==> config.mk <==
export PLATFORM = sky130hd
export DESIGN_NAME = masked_event_ring_queue
export DESIGN_NICKNAME = d
export VERILOG_FILES = /design/src/hw/rtl/evq_pkg.sv /design/src/hw/rtl/evq_ram.sv /design/src/hw/rtl/evq_match.sv /design/src/hw/rtl/masked_event_ring_queue.sv
export SDC_FILE = /design/constraint.sdc
export NUM_CORES = 2
export LEC_CHECK = 0
export BUFFER_PORTS_ARGS = -buffer_cell sky130_fd_sc_hd__buf_2
export CAP_MARGIN = 5
export CELL_PAD_IN_SITES_DETAIL_PLACEMENT = 1
export CELL_PAD_IN_SITES_GLOBAL_PLACEMENT = 1
export CORE_MARGIN = 5
export CORE_UTILIZATION = 40
export DETAILED_ROUTE_END_ITERATION = 8
export PLACE_DENSITY_LB_ADDON = 0.1
export SYNTH_ARGS = -nofsm -noshare
export SYNTH_HDL_FRONTEND = slang
export SYNTH_HIERARCHICAL = 1
export SYNTH_SLANG_ARGS = --single-unit
==> constraint.sdc <==
create_clock -name clk -period 19 [get_ports clk]
set_input_delay 1.9 -clock clk [delete_from_list [all_inputs] [get_ports clk]]
set_output_delay 1.9 -clock clk [all_outputs]
set_load 0.005 [all_outputs]
==> src/hw/rtl/evq_pkg.sv <==
// ----------------------------------------------------------------------------
// evq_pkg
// Shared types for the masked event ring queue: request codes, the stored
// event record and the status the match unit hands to the sequencer.
// ----------------------------------------------------------------------------
`timescale 1ns / 1ps

package evq_pkg;

    // Request codes
    typedef enum logic [1:0] {
        OP_POST  = 2'd0,
        OP_GET   = 2'd1,
        OP_PEEK  = 2'd2,
        OP_FLUSH = 2'd3
    } evq_op_t;

    // One stored event, packed into a single RAM word
    typedef struct packed {
        logic [15:0]        ev_type;
        logic [15:0]        message;
        logic [15:0]        modifiers;
        logic signed [15:0] x;
        logic signed [15:0] y;
        logic [31:0]        stamp;
    } evq_rec_t;

    localparam int REC_W = $bits(evq_rec_t);

    // Match unit status toward the sequencer
    typedef struct packed {
        logic hit;     // stored type shares a bit with the mask
        logic at_end;  // stepped index reached the tail
    } evq_stat_t;

endpackage

==> src/hw/rtl/evq_ram.sv <==
// ----------------------------------------------------------------------------
// evq_ram
// Generic single-write, single-read RAM with registered read data.
// ----------------------------------------------------------------------------
`timescale 1ns / 1ps

module evq_ram #(
    parameter int WIDTH = 8,
    parameter int DEPTH = 16
) (
    input  logic                     clk,
    input  logic                     we,
    input  logic [$clog2(DEPTH)-1:0] waddr,
    input  logic [WIDTH-1:0]         wdata,
    input  logic [$clog2(DEPTH)-1:0] raddr,
    output logic [WIDTH-1:0]         rdata
);

    logic [WIDTH-1:0] mem [DEPTH];

    // Write port
    always_ff @(posedge clk)
    begin
        if (we)
        begin
            mem[waddr] <= wdata;
        end
    end

    // Registered read port
    always_ff @(posedge clk)
    begin
        rdata <= mem[raddr];
    end

endmodule

==> src/hw/rtl/evq_match.sv <==
// ----------------------------------------------------------------------------
// evq_match
// Shared scan unit: masks the stored type, then steps either the scan
// pointer (on a miss or a peek) or the head (on a taking hit) around the ring
// and flags when the stepped index lands on the tail.
// ----------------------------------------------------------------------------
`timescale 1ns / 1ps

module evq_match #(
    parameter int QUEUE_DEPTH = 16
) (
    input  logic [15:0]                    slot_type,
    input  logic [15:0]                    mask,
    input  logic                           take,
    input  logic [$clog2(QUEUE_DEPTH)-1:0] ptr,
    input  logic [$clog2(QUEUE_DEPTH)-1:0] head,
    input  logic [$clog2(QUEUE_DEPTH)-1:0] tail,
    output logic [$clog2(QUEUE_DEPTH)-1:0] nxt,
    output evq_pkg::evq_stat_t             stat
);

    localparam int IDX_W = $clog2(QUEUE_DEPTH);
    localparam logic [IDX_W-1:0] LAST_IDX = IDX_W'(QUEUE_DEPTH - 1);

    logic             hit;
    logic [IDX_W-1:0] base;

    // Type compare
    assign hit = |(slot_type & mask);

    // Index step with wrap; a taking hit advances the head instead
    assign base = (hit && take) ? head : ptr;
    assign nxt  = (base == LAST_IDX) ? '0 : base + IDX_W'(1);

    assign stat.hit    = hit;
    assign stat.at_end = (nxt == tail);

endmodule

==> src/hw/rtl/masked_event_ring_queue.sv <==
// ----------------------------------------------------------------------------
// masked_event_ring_queue
// Ring queue of event records with masked get, peek and flush.
// ----------------------------------------------------------------------------
// A post is taken and gives no result. Get, peek and flush scan the ring from
// head to tail through one RAM read port and one shared match unit, each slot
// examined passing through a read state and then a check state; a flush
// restarts that scan from the head after every hit. A finished result sits in
// an output register, and a new request is taken while it waits. The queue
// holds at most QUEUE_DEPTH-1 events; posting into a full queue drops the
// oldest one.
// ----------------------------------------------------------------------------
`timescale 1ns / 1ps

module masked_event_ring_queue #(
    parameter int QUEUE_DEPTH = 16
) (
    input  logic               clk,
    input  logic               rst_n,
    // request channel
    input  logic               in_valid,
    output logic               in_stall,
    input  logic [1:0]         op,
    input  logic [15:0]        mask,
    input  logic [15:0]        ev_type,
    input  logic [15:0]        ev_message,
    input  logic [15:0]        ev_modifiers,
    input  logic signed [15:0] ev_x,
    input  logic signed [15:0] ev_y,
    input  logic [31:0]        now_tick,
    input  logic signed [15:0] cur_x,
    input  logic signed [15:0] cur_y,
    input  logic [15:0]        cur_modifiers,
    // result channel
    output logic               out_valid,
    input  logic               out_stall,
    output logic               found,
    output logic [15:0]        out_type,
    output logic [15:0]        out_message,
    output logic [15:0]        out_modifiers,
    output logic signed [15:0] out_x,
    output logic signed [15:0] out_y,
    output logic [31:0]        out_when
);

    localparam int IDX_W = $clog2(QUEUE_DEPTH);
    localparam logic [IDX_W-1:0] LAST_IDX = IDX_W'(QUEUE_DEPTH - 1);

    typedef enum logic [1:0] {
        ST_IDLE,
        ST_RD,
        ST_CHK,
        ST_HOLD
    } state_t;

    state_t              state_reg, state_next;
    logic [IDX_W-1:0]    head_reg, head_next;
    logic [IDX_W-1:0]    tail_reg, tail_next;
    logic [IDX_W-1:0]    ptr_reg, ptr_next;
    evq_pkg::evq_op_t    op_reg, op_next;
    logic [15:0]         mask_reg, mask_next;
    logic signed [15:0]  cx_reg, cx_next;
    logic signed [15:0]  cy_reg, cy_next;
    logic [15:0]         cmod_reg, cmod_next;
    logic                res_found_reg, res_found_next;
    evq_pkg::evq_rec_t   res_rec_reg, res_rec_next;
    logic                out_vld_reg, out_vld_next;
    logic                out_found_reg, out_found_next;
    evq_pkg::evq_rec_t   out_rec_reg, out_rec_next;

    logic                in_acc;
    logic                out_free;
    evq_pkg::evq_op_t    in_op;
    evq_pkg::evq_rec_t   post_rec;
    evq_pkg::evq_rec_t   null_in_rec;
    evq_pkg::evq_rec_t   null_reg_rec;
    evq_pkg::evq_rec_t   rd_rec;
    evq_pkg::evq_rec_t   wr_rec;
    logic                ram_we;
    logic [IDX_W-1:0]    ram_waddr;
    logic [IDX_W-1:0]    nxt_idx;
    evq_pkg::evq_stat_t  mstat;
    logic [IDX_W-1:0]    tail_step;
    logic [IDX_W-1:0]    tail_step2;

    // Ring index step
    function automatic logic [IDX_W-1:0] step_idx(input logic [IDX_W-1:0] idx);
        step_idx = (idx == LAST_IDX) ? '0 : idx + IDX_W'(1);
    endfunction

    assign in_stall = (state_reg != ST_IDLE);
    assign in_acc   = in_valid && !in_stall;
    assign in_op    = evq_pkg::evq_op_t'(op);
    assign out_free = !out_vld_reg || !out_stall;

    // Record built from a post request
    always_comb
    begin
        post_rec.ev_type   = ev_type;
        post_rec.message   = ev_message;
        post_rec.modifiers = ev_modifiers;
        post_rec.x         = ev_x;
        post_rec.y         = ev_y;
        post_rec.stamp     = now_tick;
    end

    // Null events: from live inputs (empty queue) or latched inputs (miss)
    always_comb
    begin
        null_in_rec           = '0;
        null_in_rec.modifiers = cur_modifiers;
        null_in_rec.x         = cur_x;
        null_in_rec.y         = cur_y;
        null_reg_rec           = '0;
        null_reg_rec.modifiers = cmod_reg;
        null_reg_rec.x         = cx_reg;
        null_reg_rec.y         = cy_reg;
    end

    // Record store
    evq_ram #(
        .WIDTH (evq_pkg::REC_W),
        .DEPTH (QUEUE_DEPTH)
    ) u_ram (
        .clk   (clk),
        .we    (ram_we),
        .waddr (ram_waddr),
        .wdata (wr_rec),
        .raddr (ptr_reg),
        .rdata (rd_rec)
    );

    // Shared match and step unit
    evq_match #(
        .QUEUE_DEPTH (QUEUE_DEPTH)
    ) u_match (
        .slot_type (rd_rec.ev_type),
        .mask      (mask_reg),
        .take      (op_reg != evq_pkg::OP_PEEK),
        .ptr       (ptr_reg),
        .head      (head_reg),
        .tail      (tail_reg),
        .nxt       (nxt_idx),
        .stat      (mstat)
    );

    assign tail_step  = step_idx(tail_reg);
    assign tail_step2 = step_idx(tail_step);

    // RAM write: post at tail, or clear type of a taken hit
    always_comb
    begin
        ram_we    = 1'b0;
        ram_waddr = tail_reg;
        wr_rec    = post_rec;
        if (in_acc && (in_op == evq_pkg::OP_POST))
        begin
            ram_we = 1'b1;
        end
        else if ((state_reg == ST_CHK) && mstat.hit && (op_reg != evq_pkg::OP_PEEK))
        begin
            ram_we         = 1'b1;
            ram_waddr      = ptr_reg;
            wr_rec         = rd_rec;
            wr_rec.ev_type = '0;
        end
    end

    // Sequencer
    always_comb
    begin
        state_next     = state_reg;
        head_next      = head_reg;
        tail_next      = tail_reg;
        ptr_next       = ptr_reg;
        op_next        = op_reg;
        mask_next      = mask_reg;
        cx_next        = cx_reg;
        cy_next        = cy_reg;
        cmod_next      = cmod_reg;
        res_found_next = res_found_reg;
        res_rec_next   = res_rec_reg;
        out_vld_next   = out_vld_reg && out_stall;
        out_found_next = out_found_reg;
        out_rec_next   = out_rec_reg;

        unique case (state_reg)
            ST_IDLE:
            begin
                if (in_acc)
                begin
                    op_next   = in_op;
                    mask_next = mask;
                    cx_next   = cur_x;
                    cy_next   = cur_y;
                    cmod_next = cur_modifiers;
                    if (in_op == evq_pkg::OP_POST)
                    begin
                        tail_next = tail_step;
                        if (tail_step == head_reg)
                        begin
                            head_next = tail_step2;
                        end
                    end
                    else if (head_reg == tail_reg)
                    begin
                        res_found_next = 1'b0;
                        res_rec_next   = null_in_rec;
                        state_next     = ST_HOLD;
                    end
                    else
                    begin
                        ptr_next   = head_reg;
                        state_next = ST_RD;
                    end
                end
            end
            ST_RD:
            begin
                state_next = ST_CHK;
            end
            ST_CHK:
            begin
                if (mstat.hit && (op_reg != evq_pkg::OP_FLUSH))
                begin
                    if (op_reg == evq_pkg::OP_GET)
                    begin
                        head_next = nxt_idx;
                    end
                    res_found_next = 1'b1;
                    res_rec_next   = rd_rec;
                    state_next     = ST_HOLD;
                end
                else
                begin
                    if (mstat.hit)
                    begin
                        head_next = nxt_idx;
                    end
                    ptr_next = nxt_idx;
                    if (mstat.at_end)
                    begin
                        res_found_next = 1'b0;
                        res_rec_next   = null_reg_rec;
                        state_next     = ST_HOLD;
                    end
                    else
                    begin
                        state_next = ST_RD;
                    end
                end
            end
            ST_HOLD:
            begin
                if (out_free)
                begin
                    out_vld_next   = 1'b1;
                    out_found_next = res_found_reg;
                    out_rec_next   = res_rec_reg;
                    state_next     = ST_IDLE;
                end
            end
            default:
            begin
                state_next = ST_IDLE;
            end
        endcase
    end

    // State and registered outputs
    always_ff @(posedge clk or negedge rst_n)
    begin
        if (!rst_n)
        begin
            state_reg   <= ST_IDLE;
            head_reg    <= '0;
            tail_reg    <= '0;
            out_vld_reg <= 1'b0;
        end
        else
        begin
            state_reg   <= state_next;
            head_reg    <= head_next;
            tail_reg    <= tail_next;
            out_vld_reg <= out_vld_next;
        end
    end

    // Payload registers
    always_ff @(posedge clk)
    begin
        ptr_reg       <= ptr_next;
        op_reg        <= op_next;
        mask_reg      <= mask_next;
        cx_reg        <= cx_next;
        cy_reg        <= cy_next;
        cmod_reg      <= cmod_next;
        res_found_reg <= res_found_next;
        res_rec_reg   <= res_rec_next;
        out_found_reg <= out_found_next;
        out_rec_reg   <= out_rec_next;
    end

    assign out_valid     = out_vld_reg;
    assign found         = out_found_reg;
    assign out_type      = out_rec_reg.ev_type;
    assign out_message   = out_rec_reg.message;
    assign out_modifiers = out_rec_reg.modifiers;
    assign out_x         = out_rec_reg.x;
    assign out_y         = out_rec_reg.y;
    assign out_when      = out_rec_reg.stamp;

    // A post always leaves the queue non-empty
    assert property (@(posedge clk) disable iff (!rst_n)
        (in_acc && (in_op == evq_pkg::OP_POST)) |=> (head_reg != tail_reg))
        else $error("queue empty after post");

    // RAM is written only by a post request or a taking hit
    assert property (@(posedge clk) disable iff (!rst_n)
        ram_we |-> ((state_reg == ST_IDLE) && in_acc) || (state_reg == ST_CHK))
        else $error("unexpected RAM write");

    // A flush always ends on a miss
    assert property (@(posedge clk) disable iff (!rst_n)
        ((state_reg == ST_HOLD) && res_found_reg) |-> (op_reg != evq_pkg::OP_FLUSH))
        else $error("flush produced a hit result");

    // Tail only moves on a post request
    assert property (@(posedge clk) disable iff (!rst_n)
        (state_reg != ST_IDLE) |=> $stable(tail_reg))
        else $error("tail moved during a scan");

    // Scan pointer never sits on the tail while reading
    assert property (@(posedge clk) disable iff (!rst_n)
        (state_reg == ST_RD) |-> (ptr_reg != tail_reg))
        else $error("scan read past tail");

endmodule

# After elaboration in Yosys (flattened, before gate mapping)
# Memories as Yosys holds them, arrays and structs flattened. A register that Yosys moved wholly into a read port is not among the register bits.
# Cells that the tools add are included.
# word_totals
register_bits	307
mem_bits_rw	1792
in_bits	182
out_inout_bits	115
word_cells	120
n_memories	1
# classes
n_addsub	3
eq_ne	23
n_mux	45
bitwise_logic	1
n_reduce_logical	23
# memory_table
memory	depth	width	rd	rd_clocked_by_memory_dff	write_ports	line	source
u_ram.mem	16	112	1	1	1	evq_ram.sv:19	logic [WIDTH-1:0] mem [DEPTH];
# ops
operator	n
$mux W112	7
$pmux W112 S2	1
$mux W4	16
$ne A2 B2 Y1 const B	10
$and A16 B16 Y16	1
$pmux W4 S2	2
$reduce_or A16 Y1	1
$add A4 B1 Y4 const B	3
$eq A4 B4 Y1	3
$eq A4 B4 Y1 const B	3
$mux W2	6
$mux W1	11
$reduce_and A5 Y1	2
$pmux W2 S4	1
$logic_and A1 B1 Y1	7
$ne A3 B2 Y1 const B	2
$reduce_and A3 Y1	2
$reduce_and A6 Y1	1
$eq A2 B1 Y1 const B	2
$eq A2 B2 Y1 const B	2
$logic_not A2 Y1	2
$reduce_and A2 Y1	2
$reduce_bool A2 Y1	2
$logic_not A1 Y1	3
3 further kinds	3

# Depth between registers and ports, before layout
# logic_depth
ltp_word	10
mapped_depth	14

# Cells and area by module
# Netlist, hierarchy kept.
# by_module_without_submodules
module	n_inst	cells_each	area_per_inst_um2	seq_area_each_um2
evq_ram	1	2864	69170.1	56053.8
masked_event_ring_queue	1	765	12497.0	9163.8
evq_match	1	59	422.9	0.0

# Worst setup path after synthesis
# No wires, ideal clock.
# synth_path
kind	input-to-reg
start	in in_valid
end	mem u_ram/mem[0][0] in the netlist's numbering (enable)
t_arrival_ns	15.969
required_ns	18.280
setup_slack_ns	2.311
cell_stages	5
path_buffers	0
cell_sequence	nor3b_1 -> nand2_1 -> nand2_1 -> or3b_2 -> nor3_1
# synth_between
elab_chain_cells	5
word_cells_on_any_way	6
# synth_rtl
element	line	source
from (decl)	masked_event_ring_queue.sv:21	input logic in_valid,
$logic_and A1 B1 Y1	masked_event_ring_queue.sv:92	assign in_acc = in_valid && !in_stall;
$logic_and A1 B1 Y1	masked_event_ring_queue.sv:156	if (in_acc && (in_op == evq_pkg::OP_POST))
$mux W1	masked_event_ring_queue.sv:156	
via ram_we	masked_event_ring_queue.sv:79	logic ram_we;
$mux W1	evq_ram.sv:24	if (we)
$mux W1 (not written as such)	evq_ram.sv:26	mem[waddr] <= wdata;
to (decl)	evq_ram.sv:19	
# The timed path passes the listed nets, and every way through them passes these cells.

# Final worst setup path
# layout_path
start	reg state_reg[1]
end	mem u_ram/mem[9][39] in the netlist's numbering (enable)
# layout_between
word_cells_on_any_way	13
# layout_lines
element	line	source
from (decl)	masked_event_ring_queue.sv:56	state_t state_reg, state_next;
from (signal assigned)	masked_event_ring_queue.sv:282	state_reg <= state_next;
$eq A2 B2 Y1 / $reduce_bool A2 Y1 (equally long branches)	masked_event_ring_queue.sv:160, masked_event_ring_queue.sv:91	
$logic_and A1 B1 Y1 / $logic_not A1 Y1 (equally long branches)	masked_event_ring_queue.sv:160, masked_event_ring_queue.sv:92	
$logic_and A1 B1 Y1 (on tied branches)	masked_event_ring_queue.sv:160, masked_event_ring_queue.sv:92	
$mux W4 / $logic_and A1 B1 Y1 (equally long branches)	masked_event_ring_queue.sv:160, masked_event_ring_queue.sv:156	
$mux W4 (*)	masked_event_ring_queue.sv:156	
via ram_waddr[1]	masked_event_ring_queue.sv:80	logic [IDX_W-1:0] ram_waddr;
# The timed path passes the listed nets; every way through them passes the cells marked *.

==> impl_metrics.tcl <==
set metrics [dict create \
    cts_made_buffers 227 \
    grt_use_total_pct 19.40 \
    rows 166 \
    setup_viol_count_final 0 \
    synth_async_sr_flop_share_pct 0.4975 \
    power.total_mw 14.32 \
    endpoint "u_ram/mem[9][39]$_DFFE_PP_" \
    postCtsSetupBuffers 0 \
    syn_inst 3688 \
    clock_sinks 2211 \
    mostFrequentLayoutCell "edfxtp_1" \
    dieArea_sq_um 214400 \
    initialDrtViolationCount 3239 \
    die-height_microns 463.0 \
    drcViolationCount 0 \
    whs_ns 0.3981 \
    core_sq_um 204400 \
    antenna_found_initial 13 \
    syn_area_per_cell_sq_um 22.26 \
    r2r-end "u_ram/mem[9][39]$_DFFE_PP_" \
    period_share_pct 29.72 \
    required_ns 19.46 \
    synth_seq_cells 2211 \
    ys_seq_area_share_pct 79.45 \
    antenna_left 0 \
    drive_gt1_share_pct 29.82 \
    cts_tree "built" \
    arrival_ns 6.11 \
    synth_flop_cell "edfxtp_1" \
    overflow 0 \
    chipWidth_microns 463.0 \
    start_util_pct 40.17 \
    min_period_ns 5.647 \
    post-place-ws_ns 12.83 \
    peakVddDrop_mv 0.1377 \
    grt_pass1_wl_microns 304700 \
    netlist_area_sq_um 82090 \
    worst_hold_path_type "reg2reg" \
    grt_pass1_vias 42024 \
    wl_per_cell_microns 29.91 \
    vias_per_cell 5.469 \
    grt_max_degree 144 \
    cap_violations 0 \
    crit_type "reg2reg" \
    syn-num-nets 3874 \
    clockRootBuffer "clkbuf_16" \
    hold_buffers 0 \
    placed_cells 6549 \
    yosysUniqueCellTypes 57 \
    r2r_slack_ns 13.35 \
    place_congestion 0.7131 \
    worstMarginPinSlew_ns 1.096 \
    largest_reg_flops 1792 \
    final_cells 6985 \
    clkTransAtPathRegs_ns 0.06 \
    run_status "finished, final reports clean" \
    cts-resized-gates 0 \
    cts_max_level 4 \
    powerDensity_nw_per_um2 152.0 \
    area_delta_synth_final_pct 14.77 \
    synth-edff-count 2088 \
    drv_slew 0 \
    yosysWarnings 6 \
    vias 38203 \
    clock_path_buffers 3 \
    rr_startpoint "state_reg[1]$_DFFE_PN0P_" \
    rsz0062_at_grt "false" \
    fin_nets 4276 \
    slew_headroom_pct 26.96 \
    cp_max_fo 47 \
    fin_setup_tns_ns 0 \
    start_kind "flop" \
    end_kind "flop" \
    ioPinCount 297 \
    fmax_ghz 0.1771 \
    finClkSkew_ns 0.03525 \
    firstDrtPassIters 5 \
    worstSkewPairLatency_ns 0.85 \
    layout_common_cells "2088 x edfxtp_1, 448 x mux4_2, 296 x buf_2" \
    finalHoldViolations 0 \
    reg2regPathDepth 7 \
    io_buffers 296 \
    routed_wirelength_microns 209000 \
    detailed_place_hpwl_microns 109500 \
    layout_setup_ws_ns 13.35 \
    p_leak_nw 30.72 \
    cp-startpoint "state_reg[1]$_DFFE_PN0P_" \
]
-- final cells by class --
type                       count  area [sq um]
tap                         2688          3363
inverter                       9         33.78
timing repair buffer         371          2170
sequential                  2211         65220
clock inverter               108          1154
antenna                        8         20.02
clock buffer                 320          6271
multi-input combinational   1270         15990
fill                       18456        110200
-- Yosys cell counts (all sizes together) (11+ instances only) --
cell type,number,area share [%]
a22oi,233,2.1
and2,18,0.14
o21ai,55,0.34
buf,118,0.89
clkbuf,80,0.38
dfxtp,112,2.7
mux2,108,1.5
mux4,448,12
dfrtp,11,0.34
nor2,20,0.095
nand2,196,0.90
mux2i,50,0.61
and3,66,0.50
edfxtp,2088,76
-- stage by stage --
| step | utilization, % | instance area [sq um] |
|---|---|---|
| after floorplan | - | 82090 |
| after global placement | 42.46 | 86770 |
| after detailed placement | 42.46 | 86770 |
| after CTS | 46.09 | 94200 |
| after global routing | 46.09 | 94200 |
| final | 46.10 | 94220 |
-- kinds of logic (layout without fill, tap and decap cells) --
family	count (synthesis)	in the layout	share of synthesized area, %
buf+inv	207	808	1.306
flops	2211	2211	79.45
other cells	0	8	0
mux	606	606	14.39
fa+ha+maj	4	4	0.06097
xor+xnor	13	13	0.1478
simple gates	340	340	1.974
compound gates	307	307	2.673
-- metal layers --
metal | part of all wire, % | up-vias | wire (microns) | global-route usage [%]
li1 | - | 16269 | - | -
met1 | 44 | 20803 | 90940 | 26.52
met2 | 50 | 867 | 105400 | 33.23
met3 | 4.2 | 264 | 8847 | 3.017
met4 | 1.8 | 0 | 3748 | 3.998
met5 | 0 | - | 0 | 0
-- worst min path at each step --
stage	endpoint	startpoint	depth (start not counted)
3_5_place_dp	out_message[15]$_DFFE_PP_	res_rec_reg[95]$_SDFFCE_PN0P_	0
4_1_cts	out_y[7]$_DFFE_PP_	res_rec_reg[39]$_DFFE_PP_	0
2_1_floorplan	found$_DFFE_PP_	res_found_reg$_SDFFCE_PN0P_	0
5_1_grt	out_y[7]$_DFFE_PP_	res_rec_reg[39]$_DFFE_PP_	0
6_report	out_y[7]$_DFFE_PP_	res_rec_reg[39]$_DFFE_PP_	0
3_3_place_gp	out_x[9]$_DFFE_PP_	res_rec_reg[57]$_DFFE_PP_	0
-- power by group --
part	internal, mW	leakage [nW]	total (mW)	switching, mW
clock	2.55	3.63	4.42	1.88
combinational	1.06	7.05	3.03	1.96
sequential	6.58	20.0	6.87	0.288
-- critical path, stage by stage, from the launching register on --
cell      delay, ns
dfrtp_1        0.58
nor2b_4        0.59
nand3_4        0.86
mux2_1         0.77
nand2b_1       0.38
nor2_4         0.89
buf_4          0.55
buf_4          0.59
No activity file was read; power rests on OpenSTA's default activity.
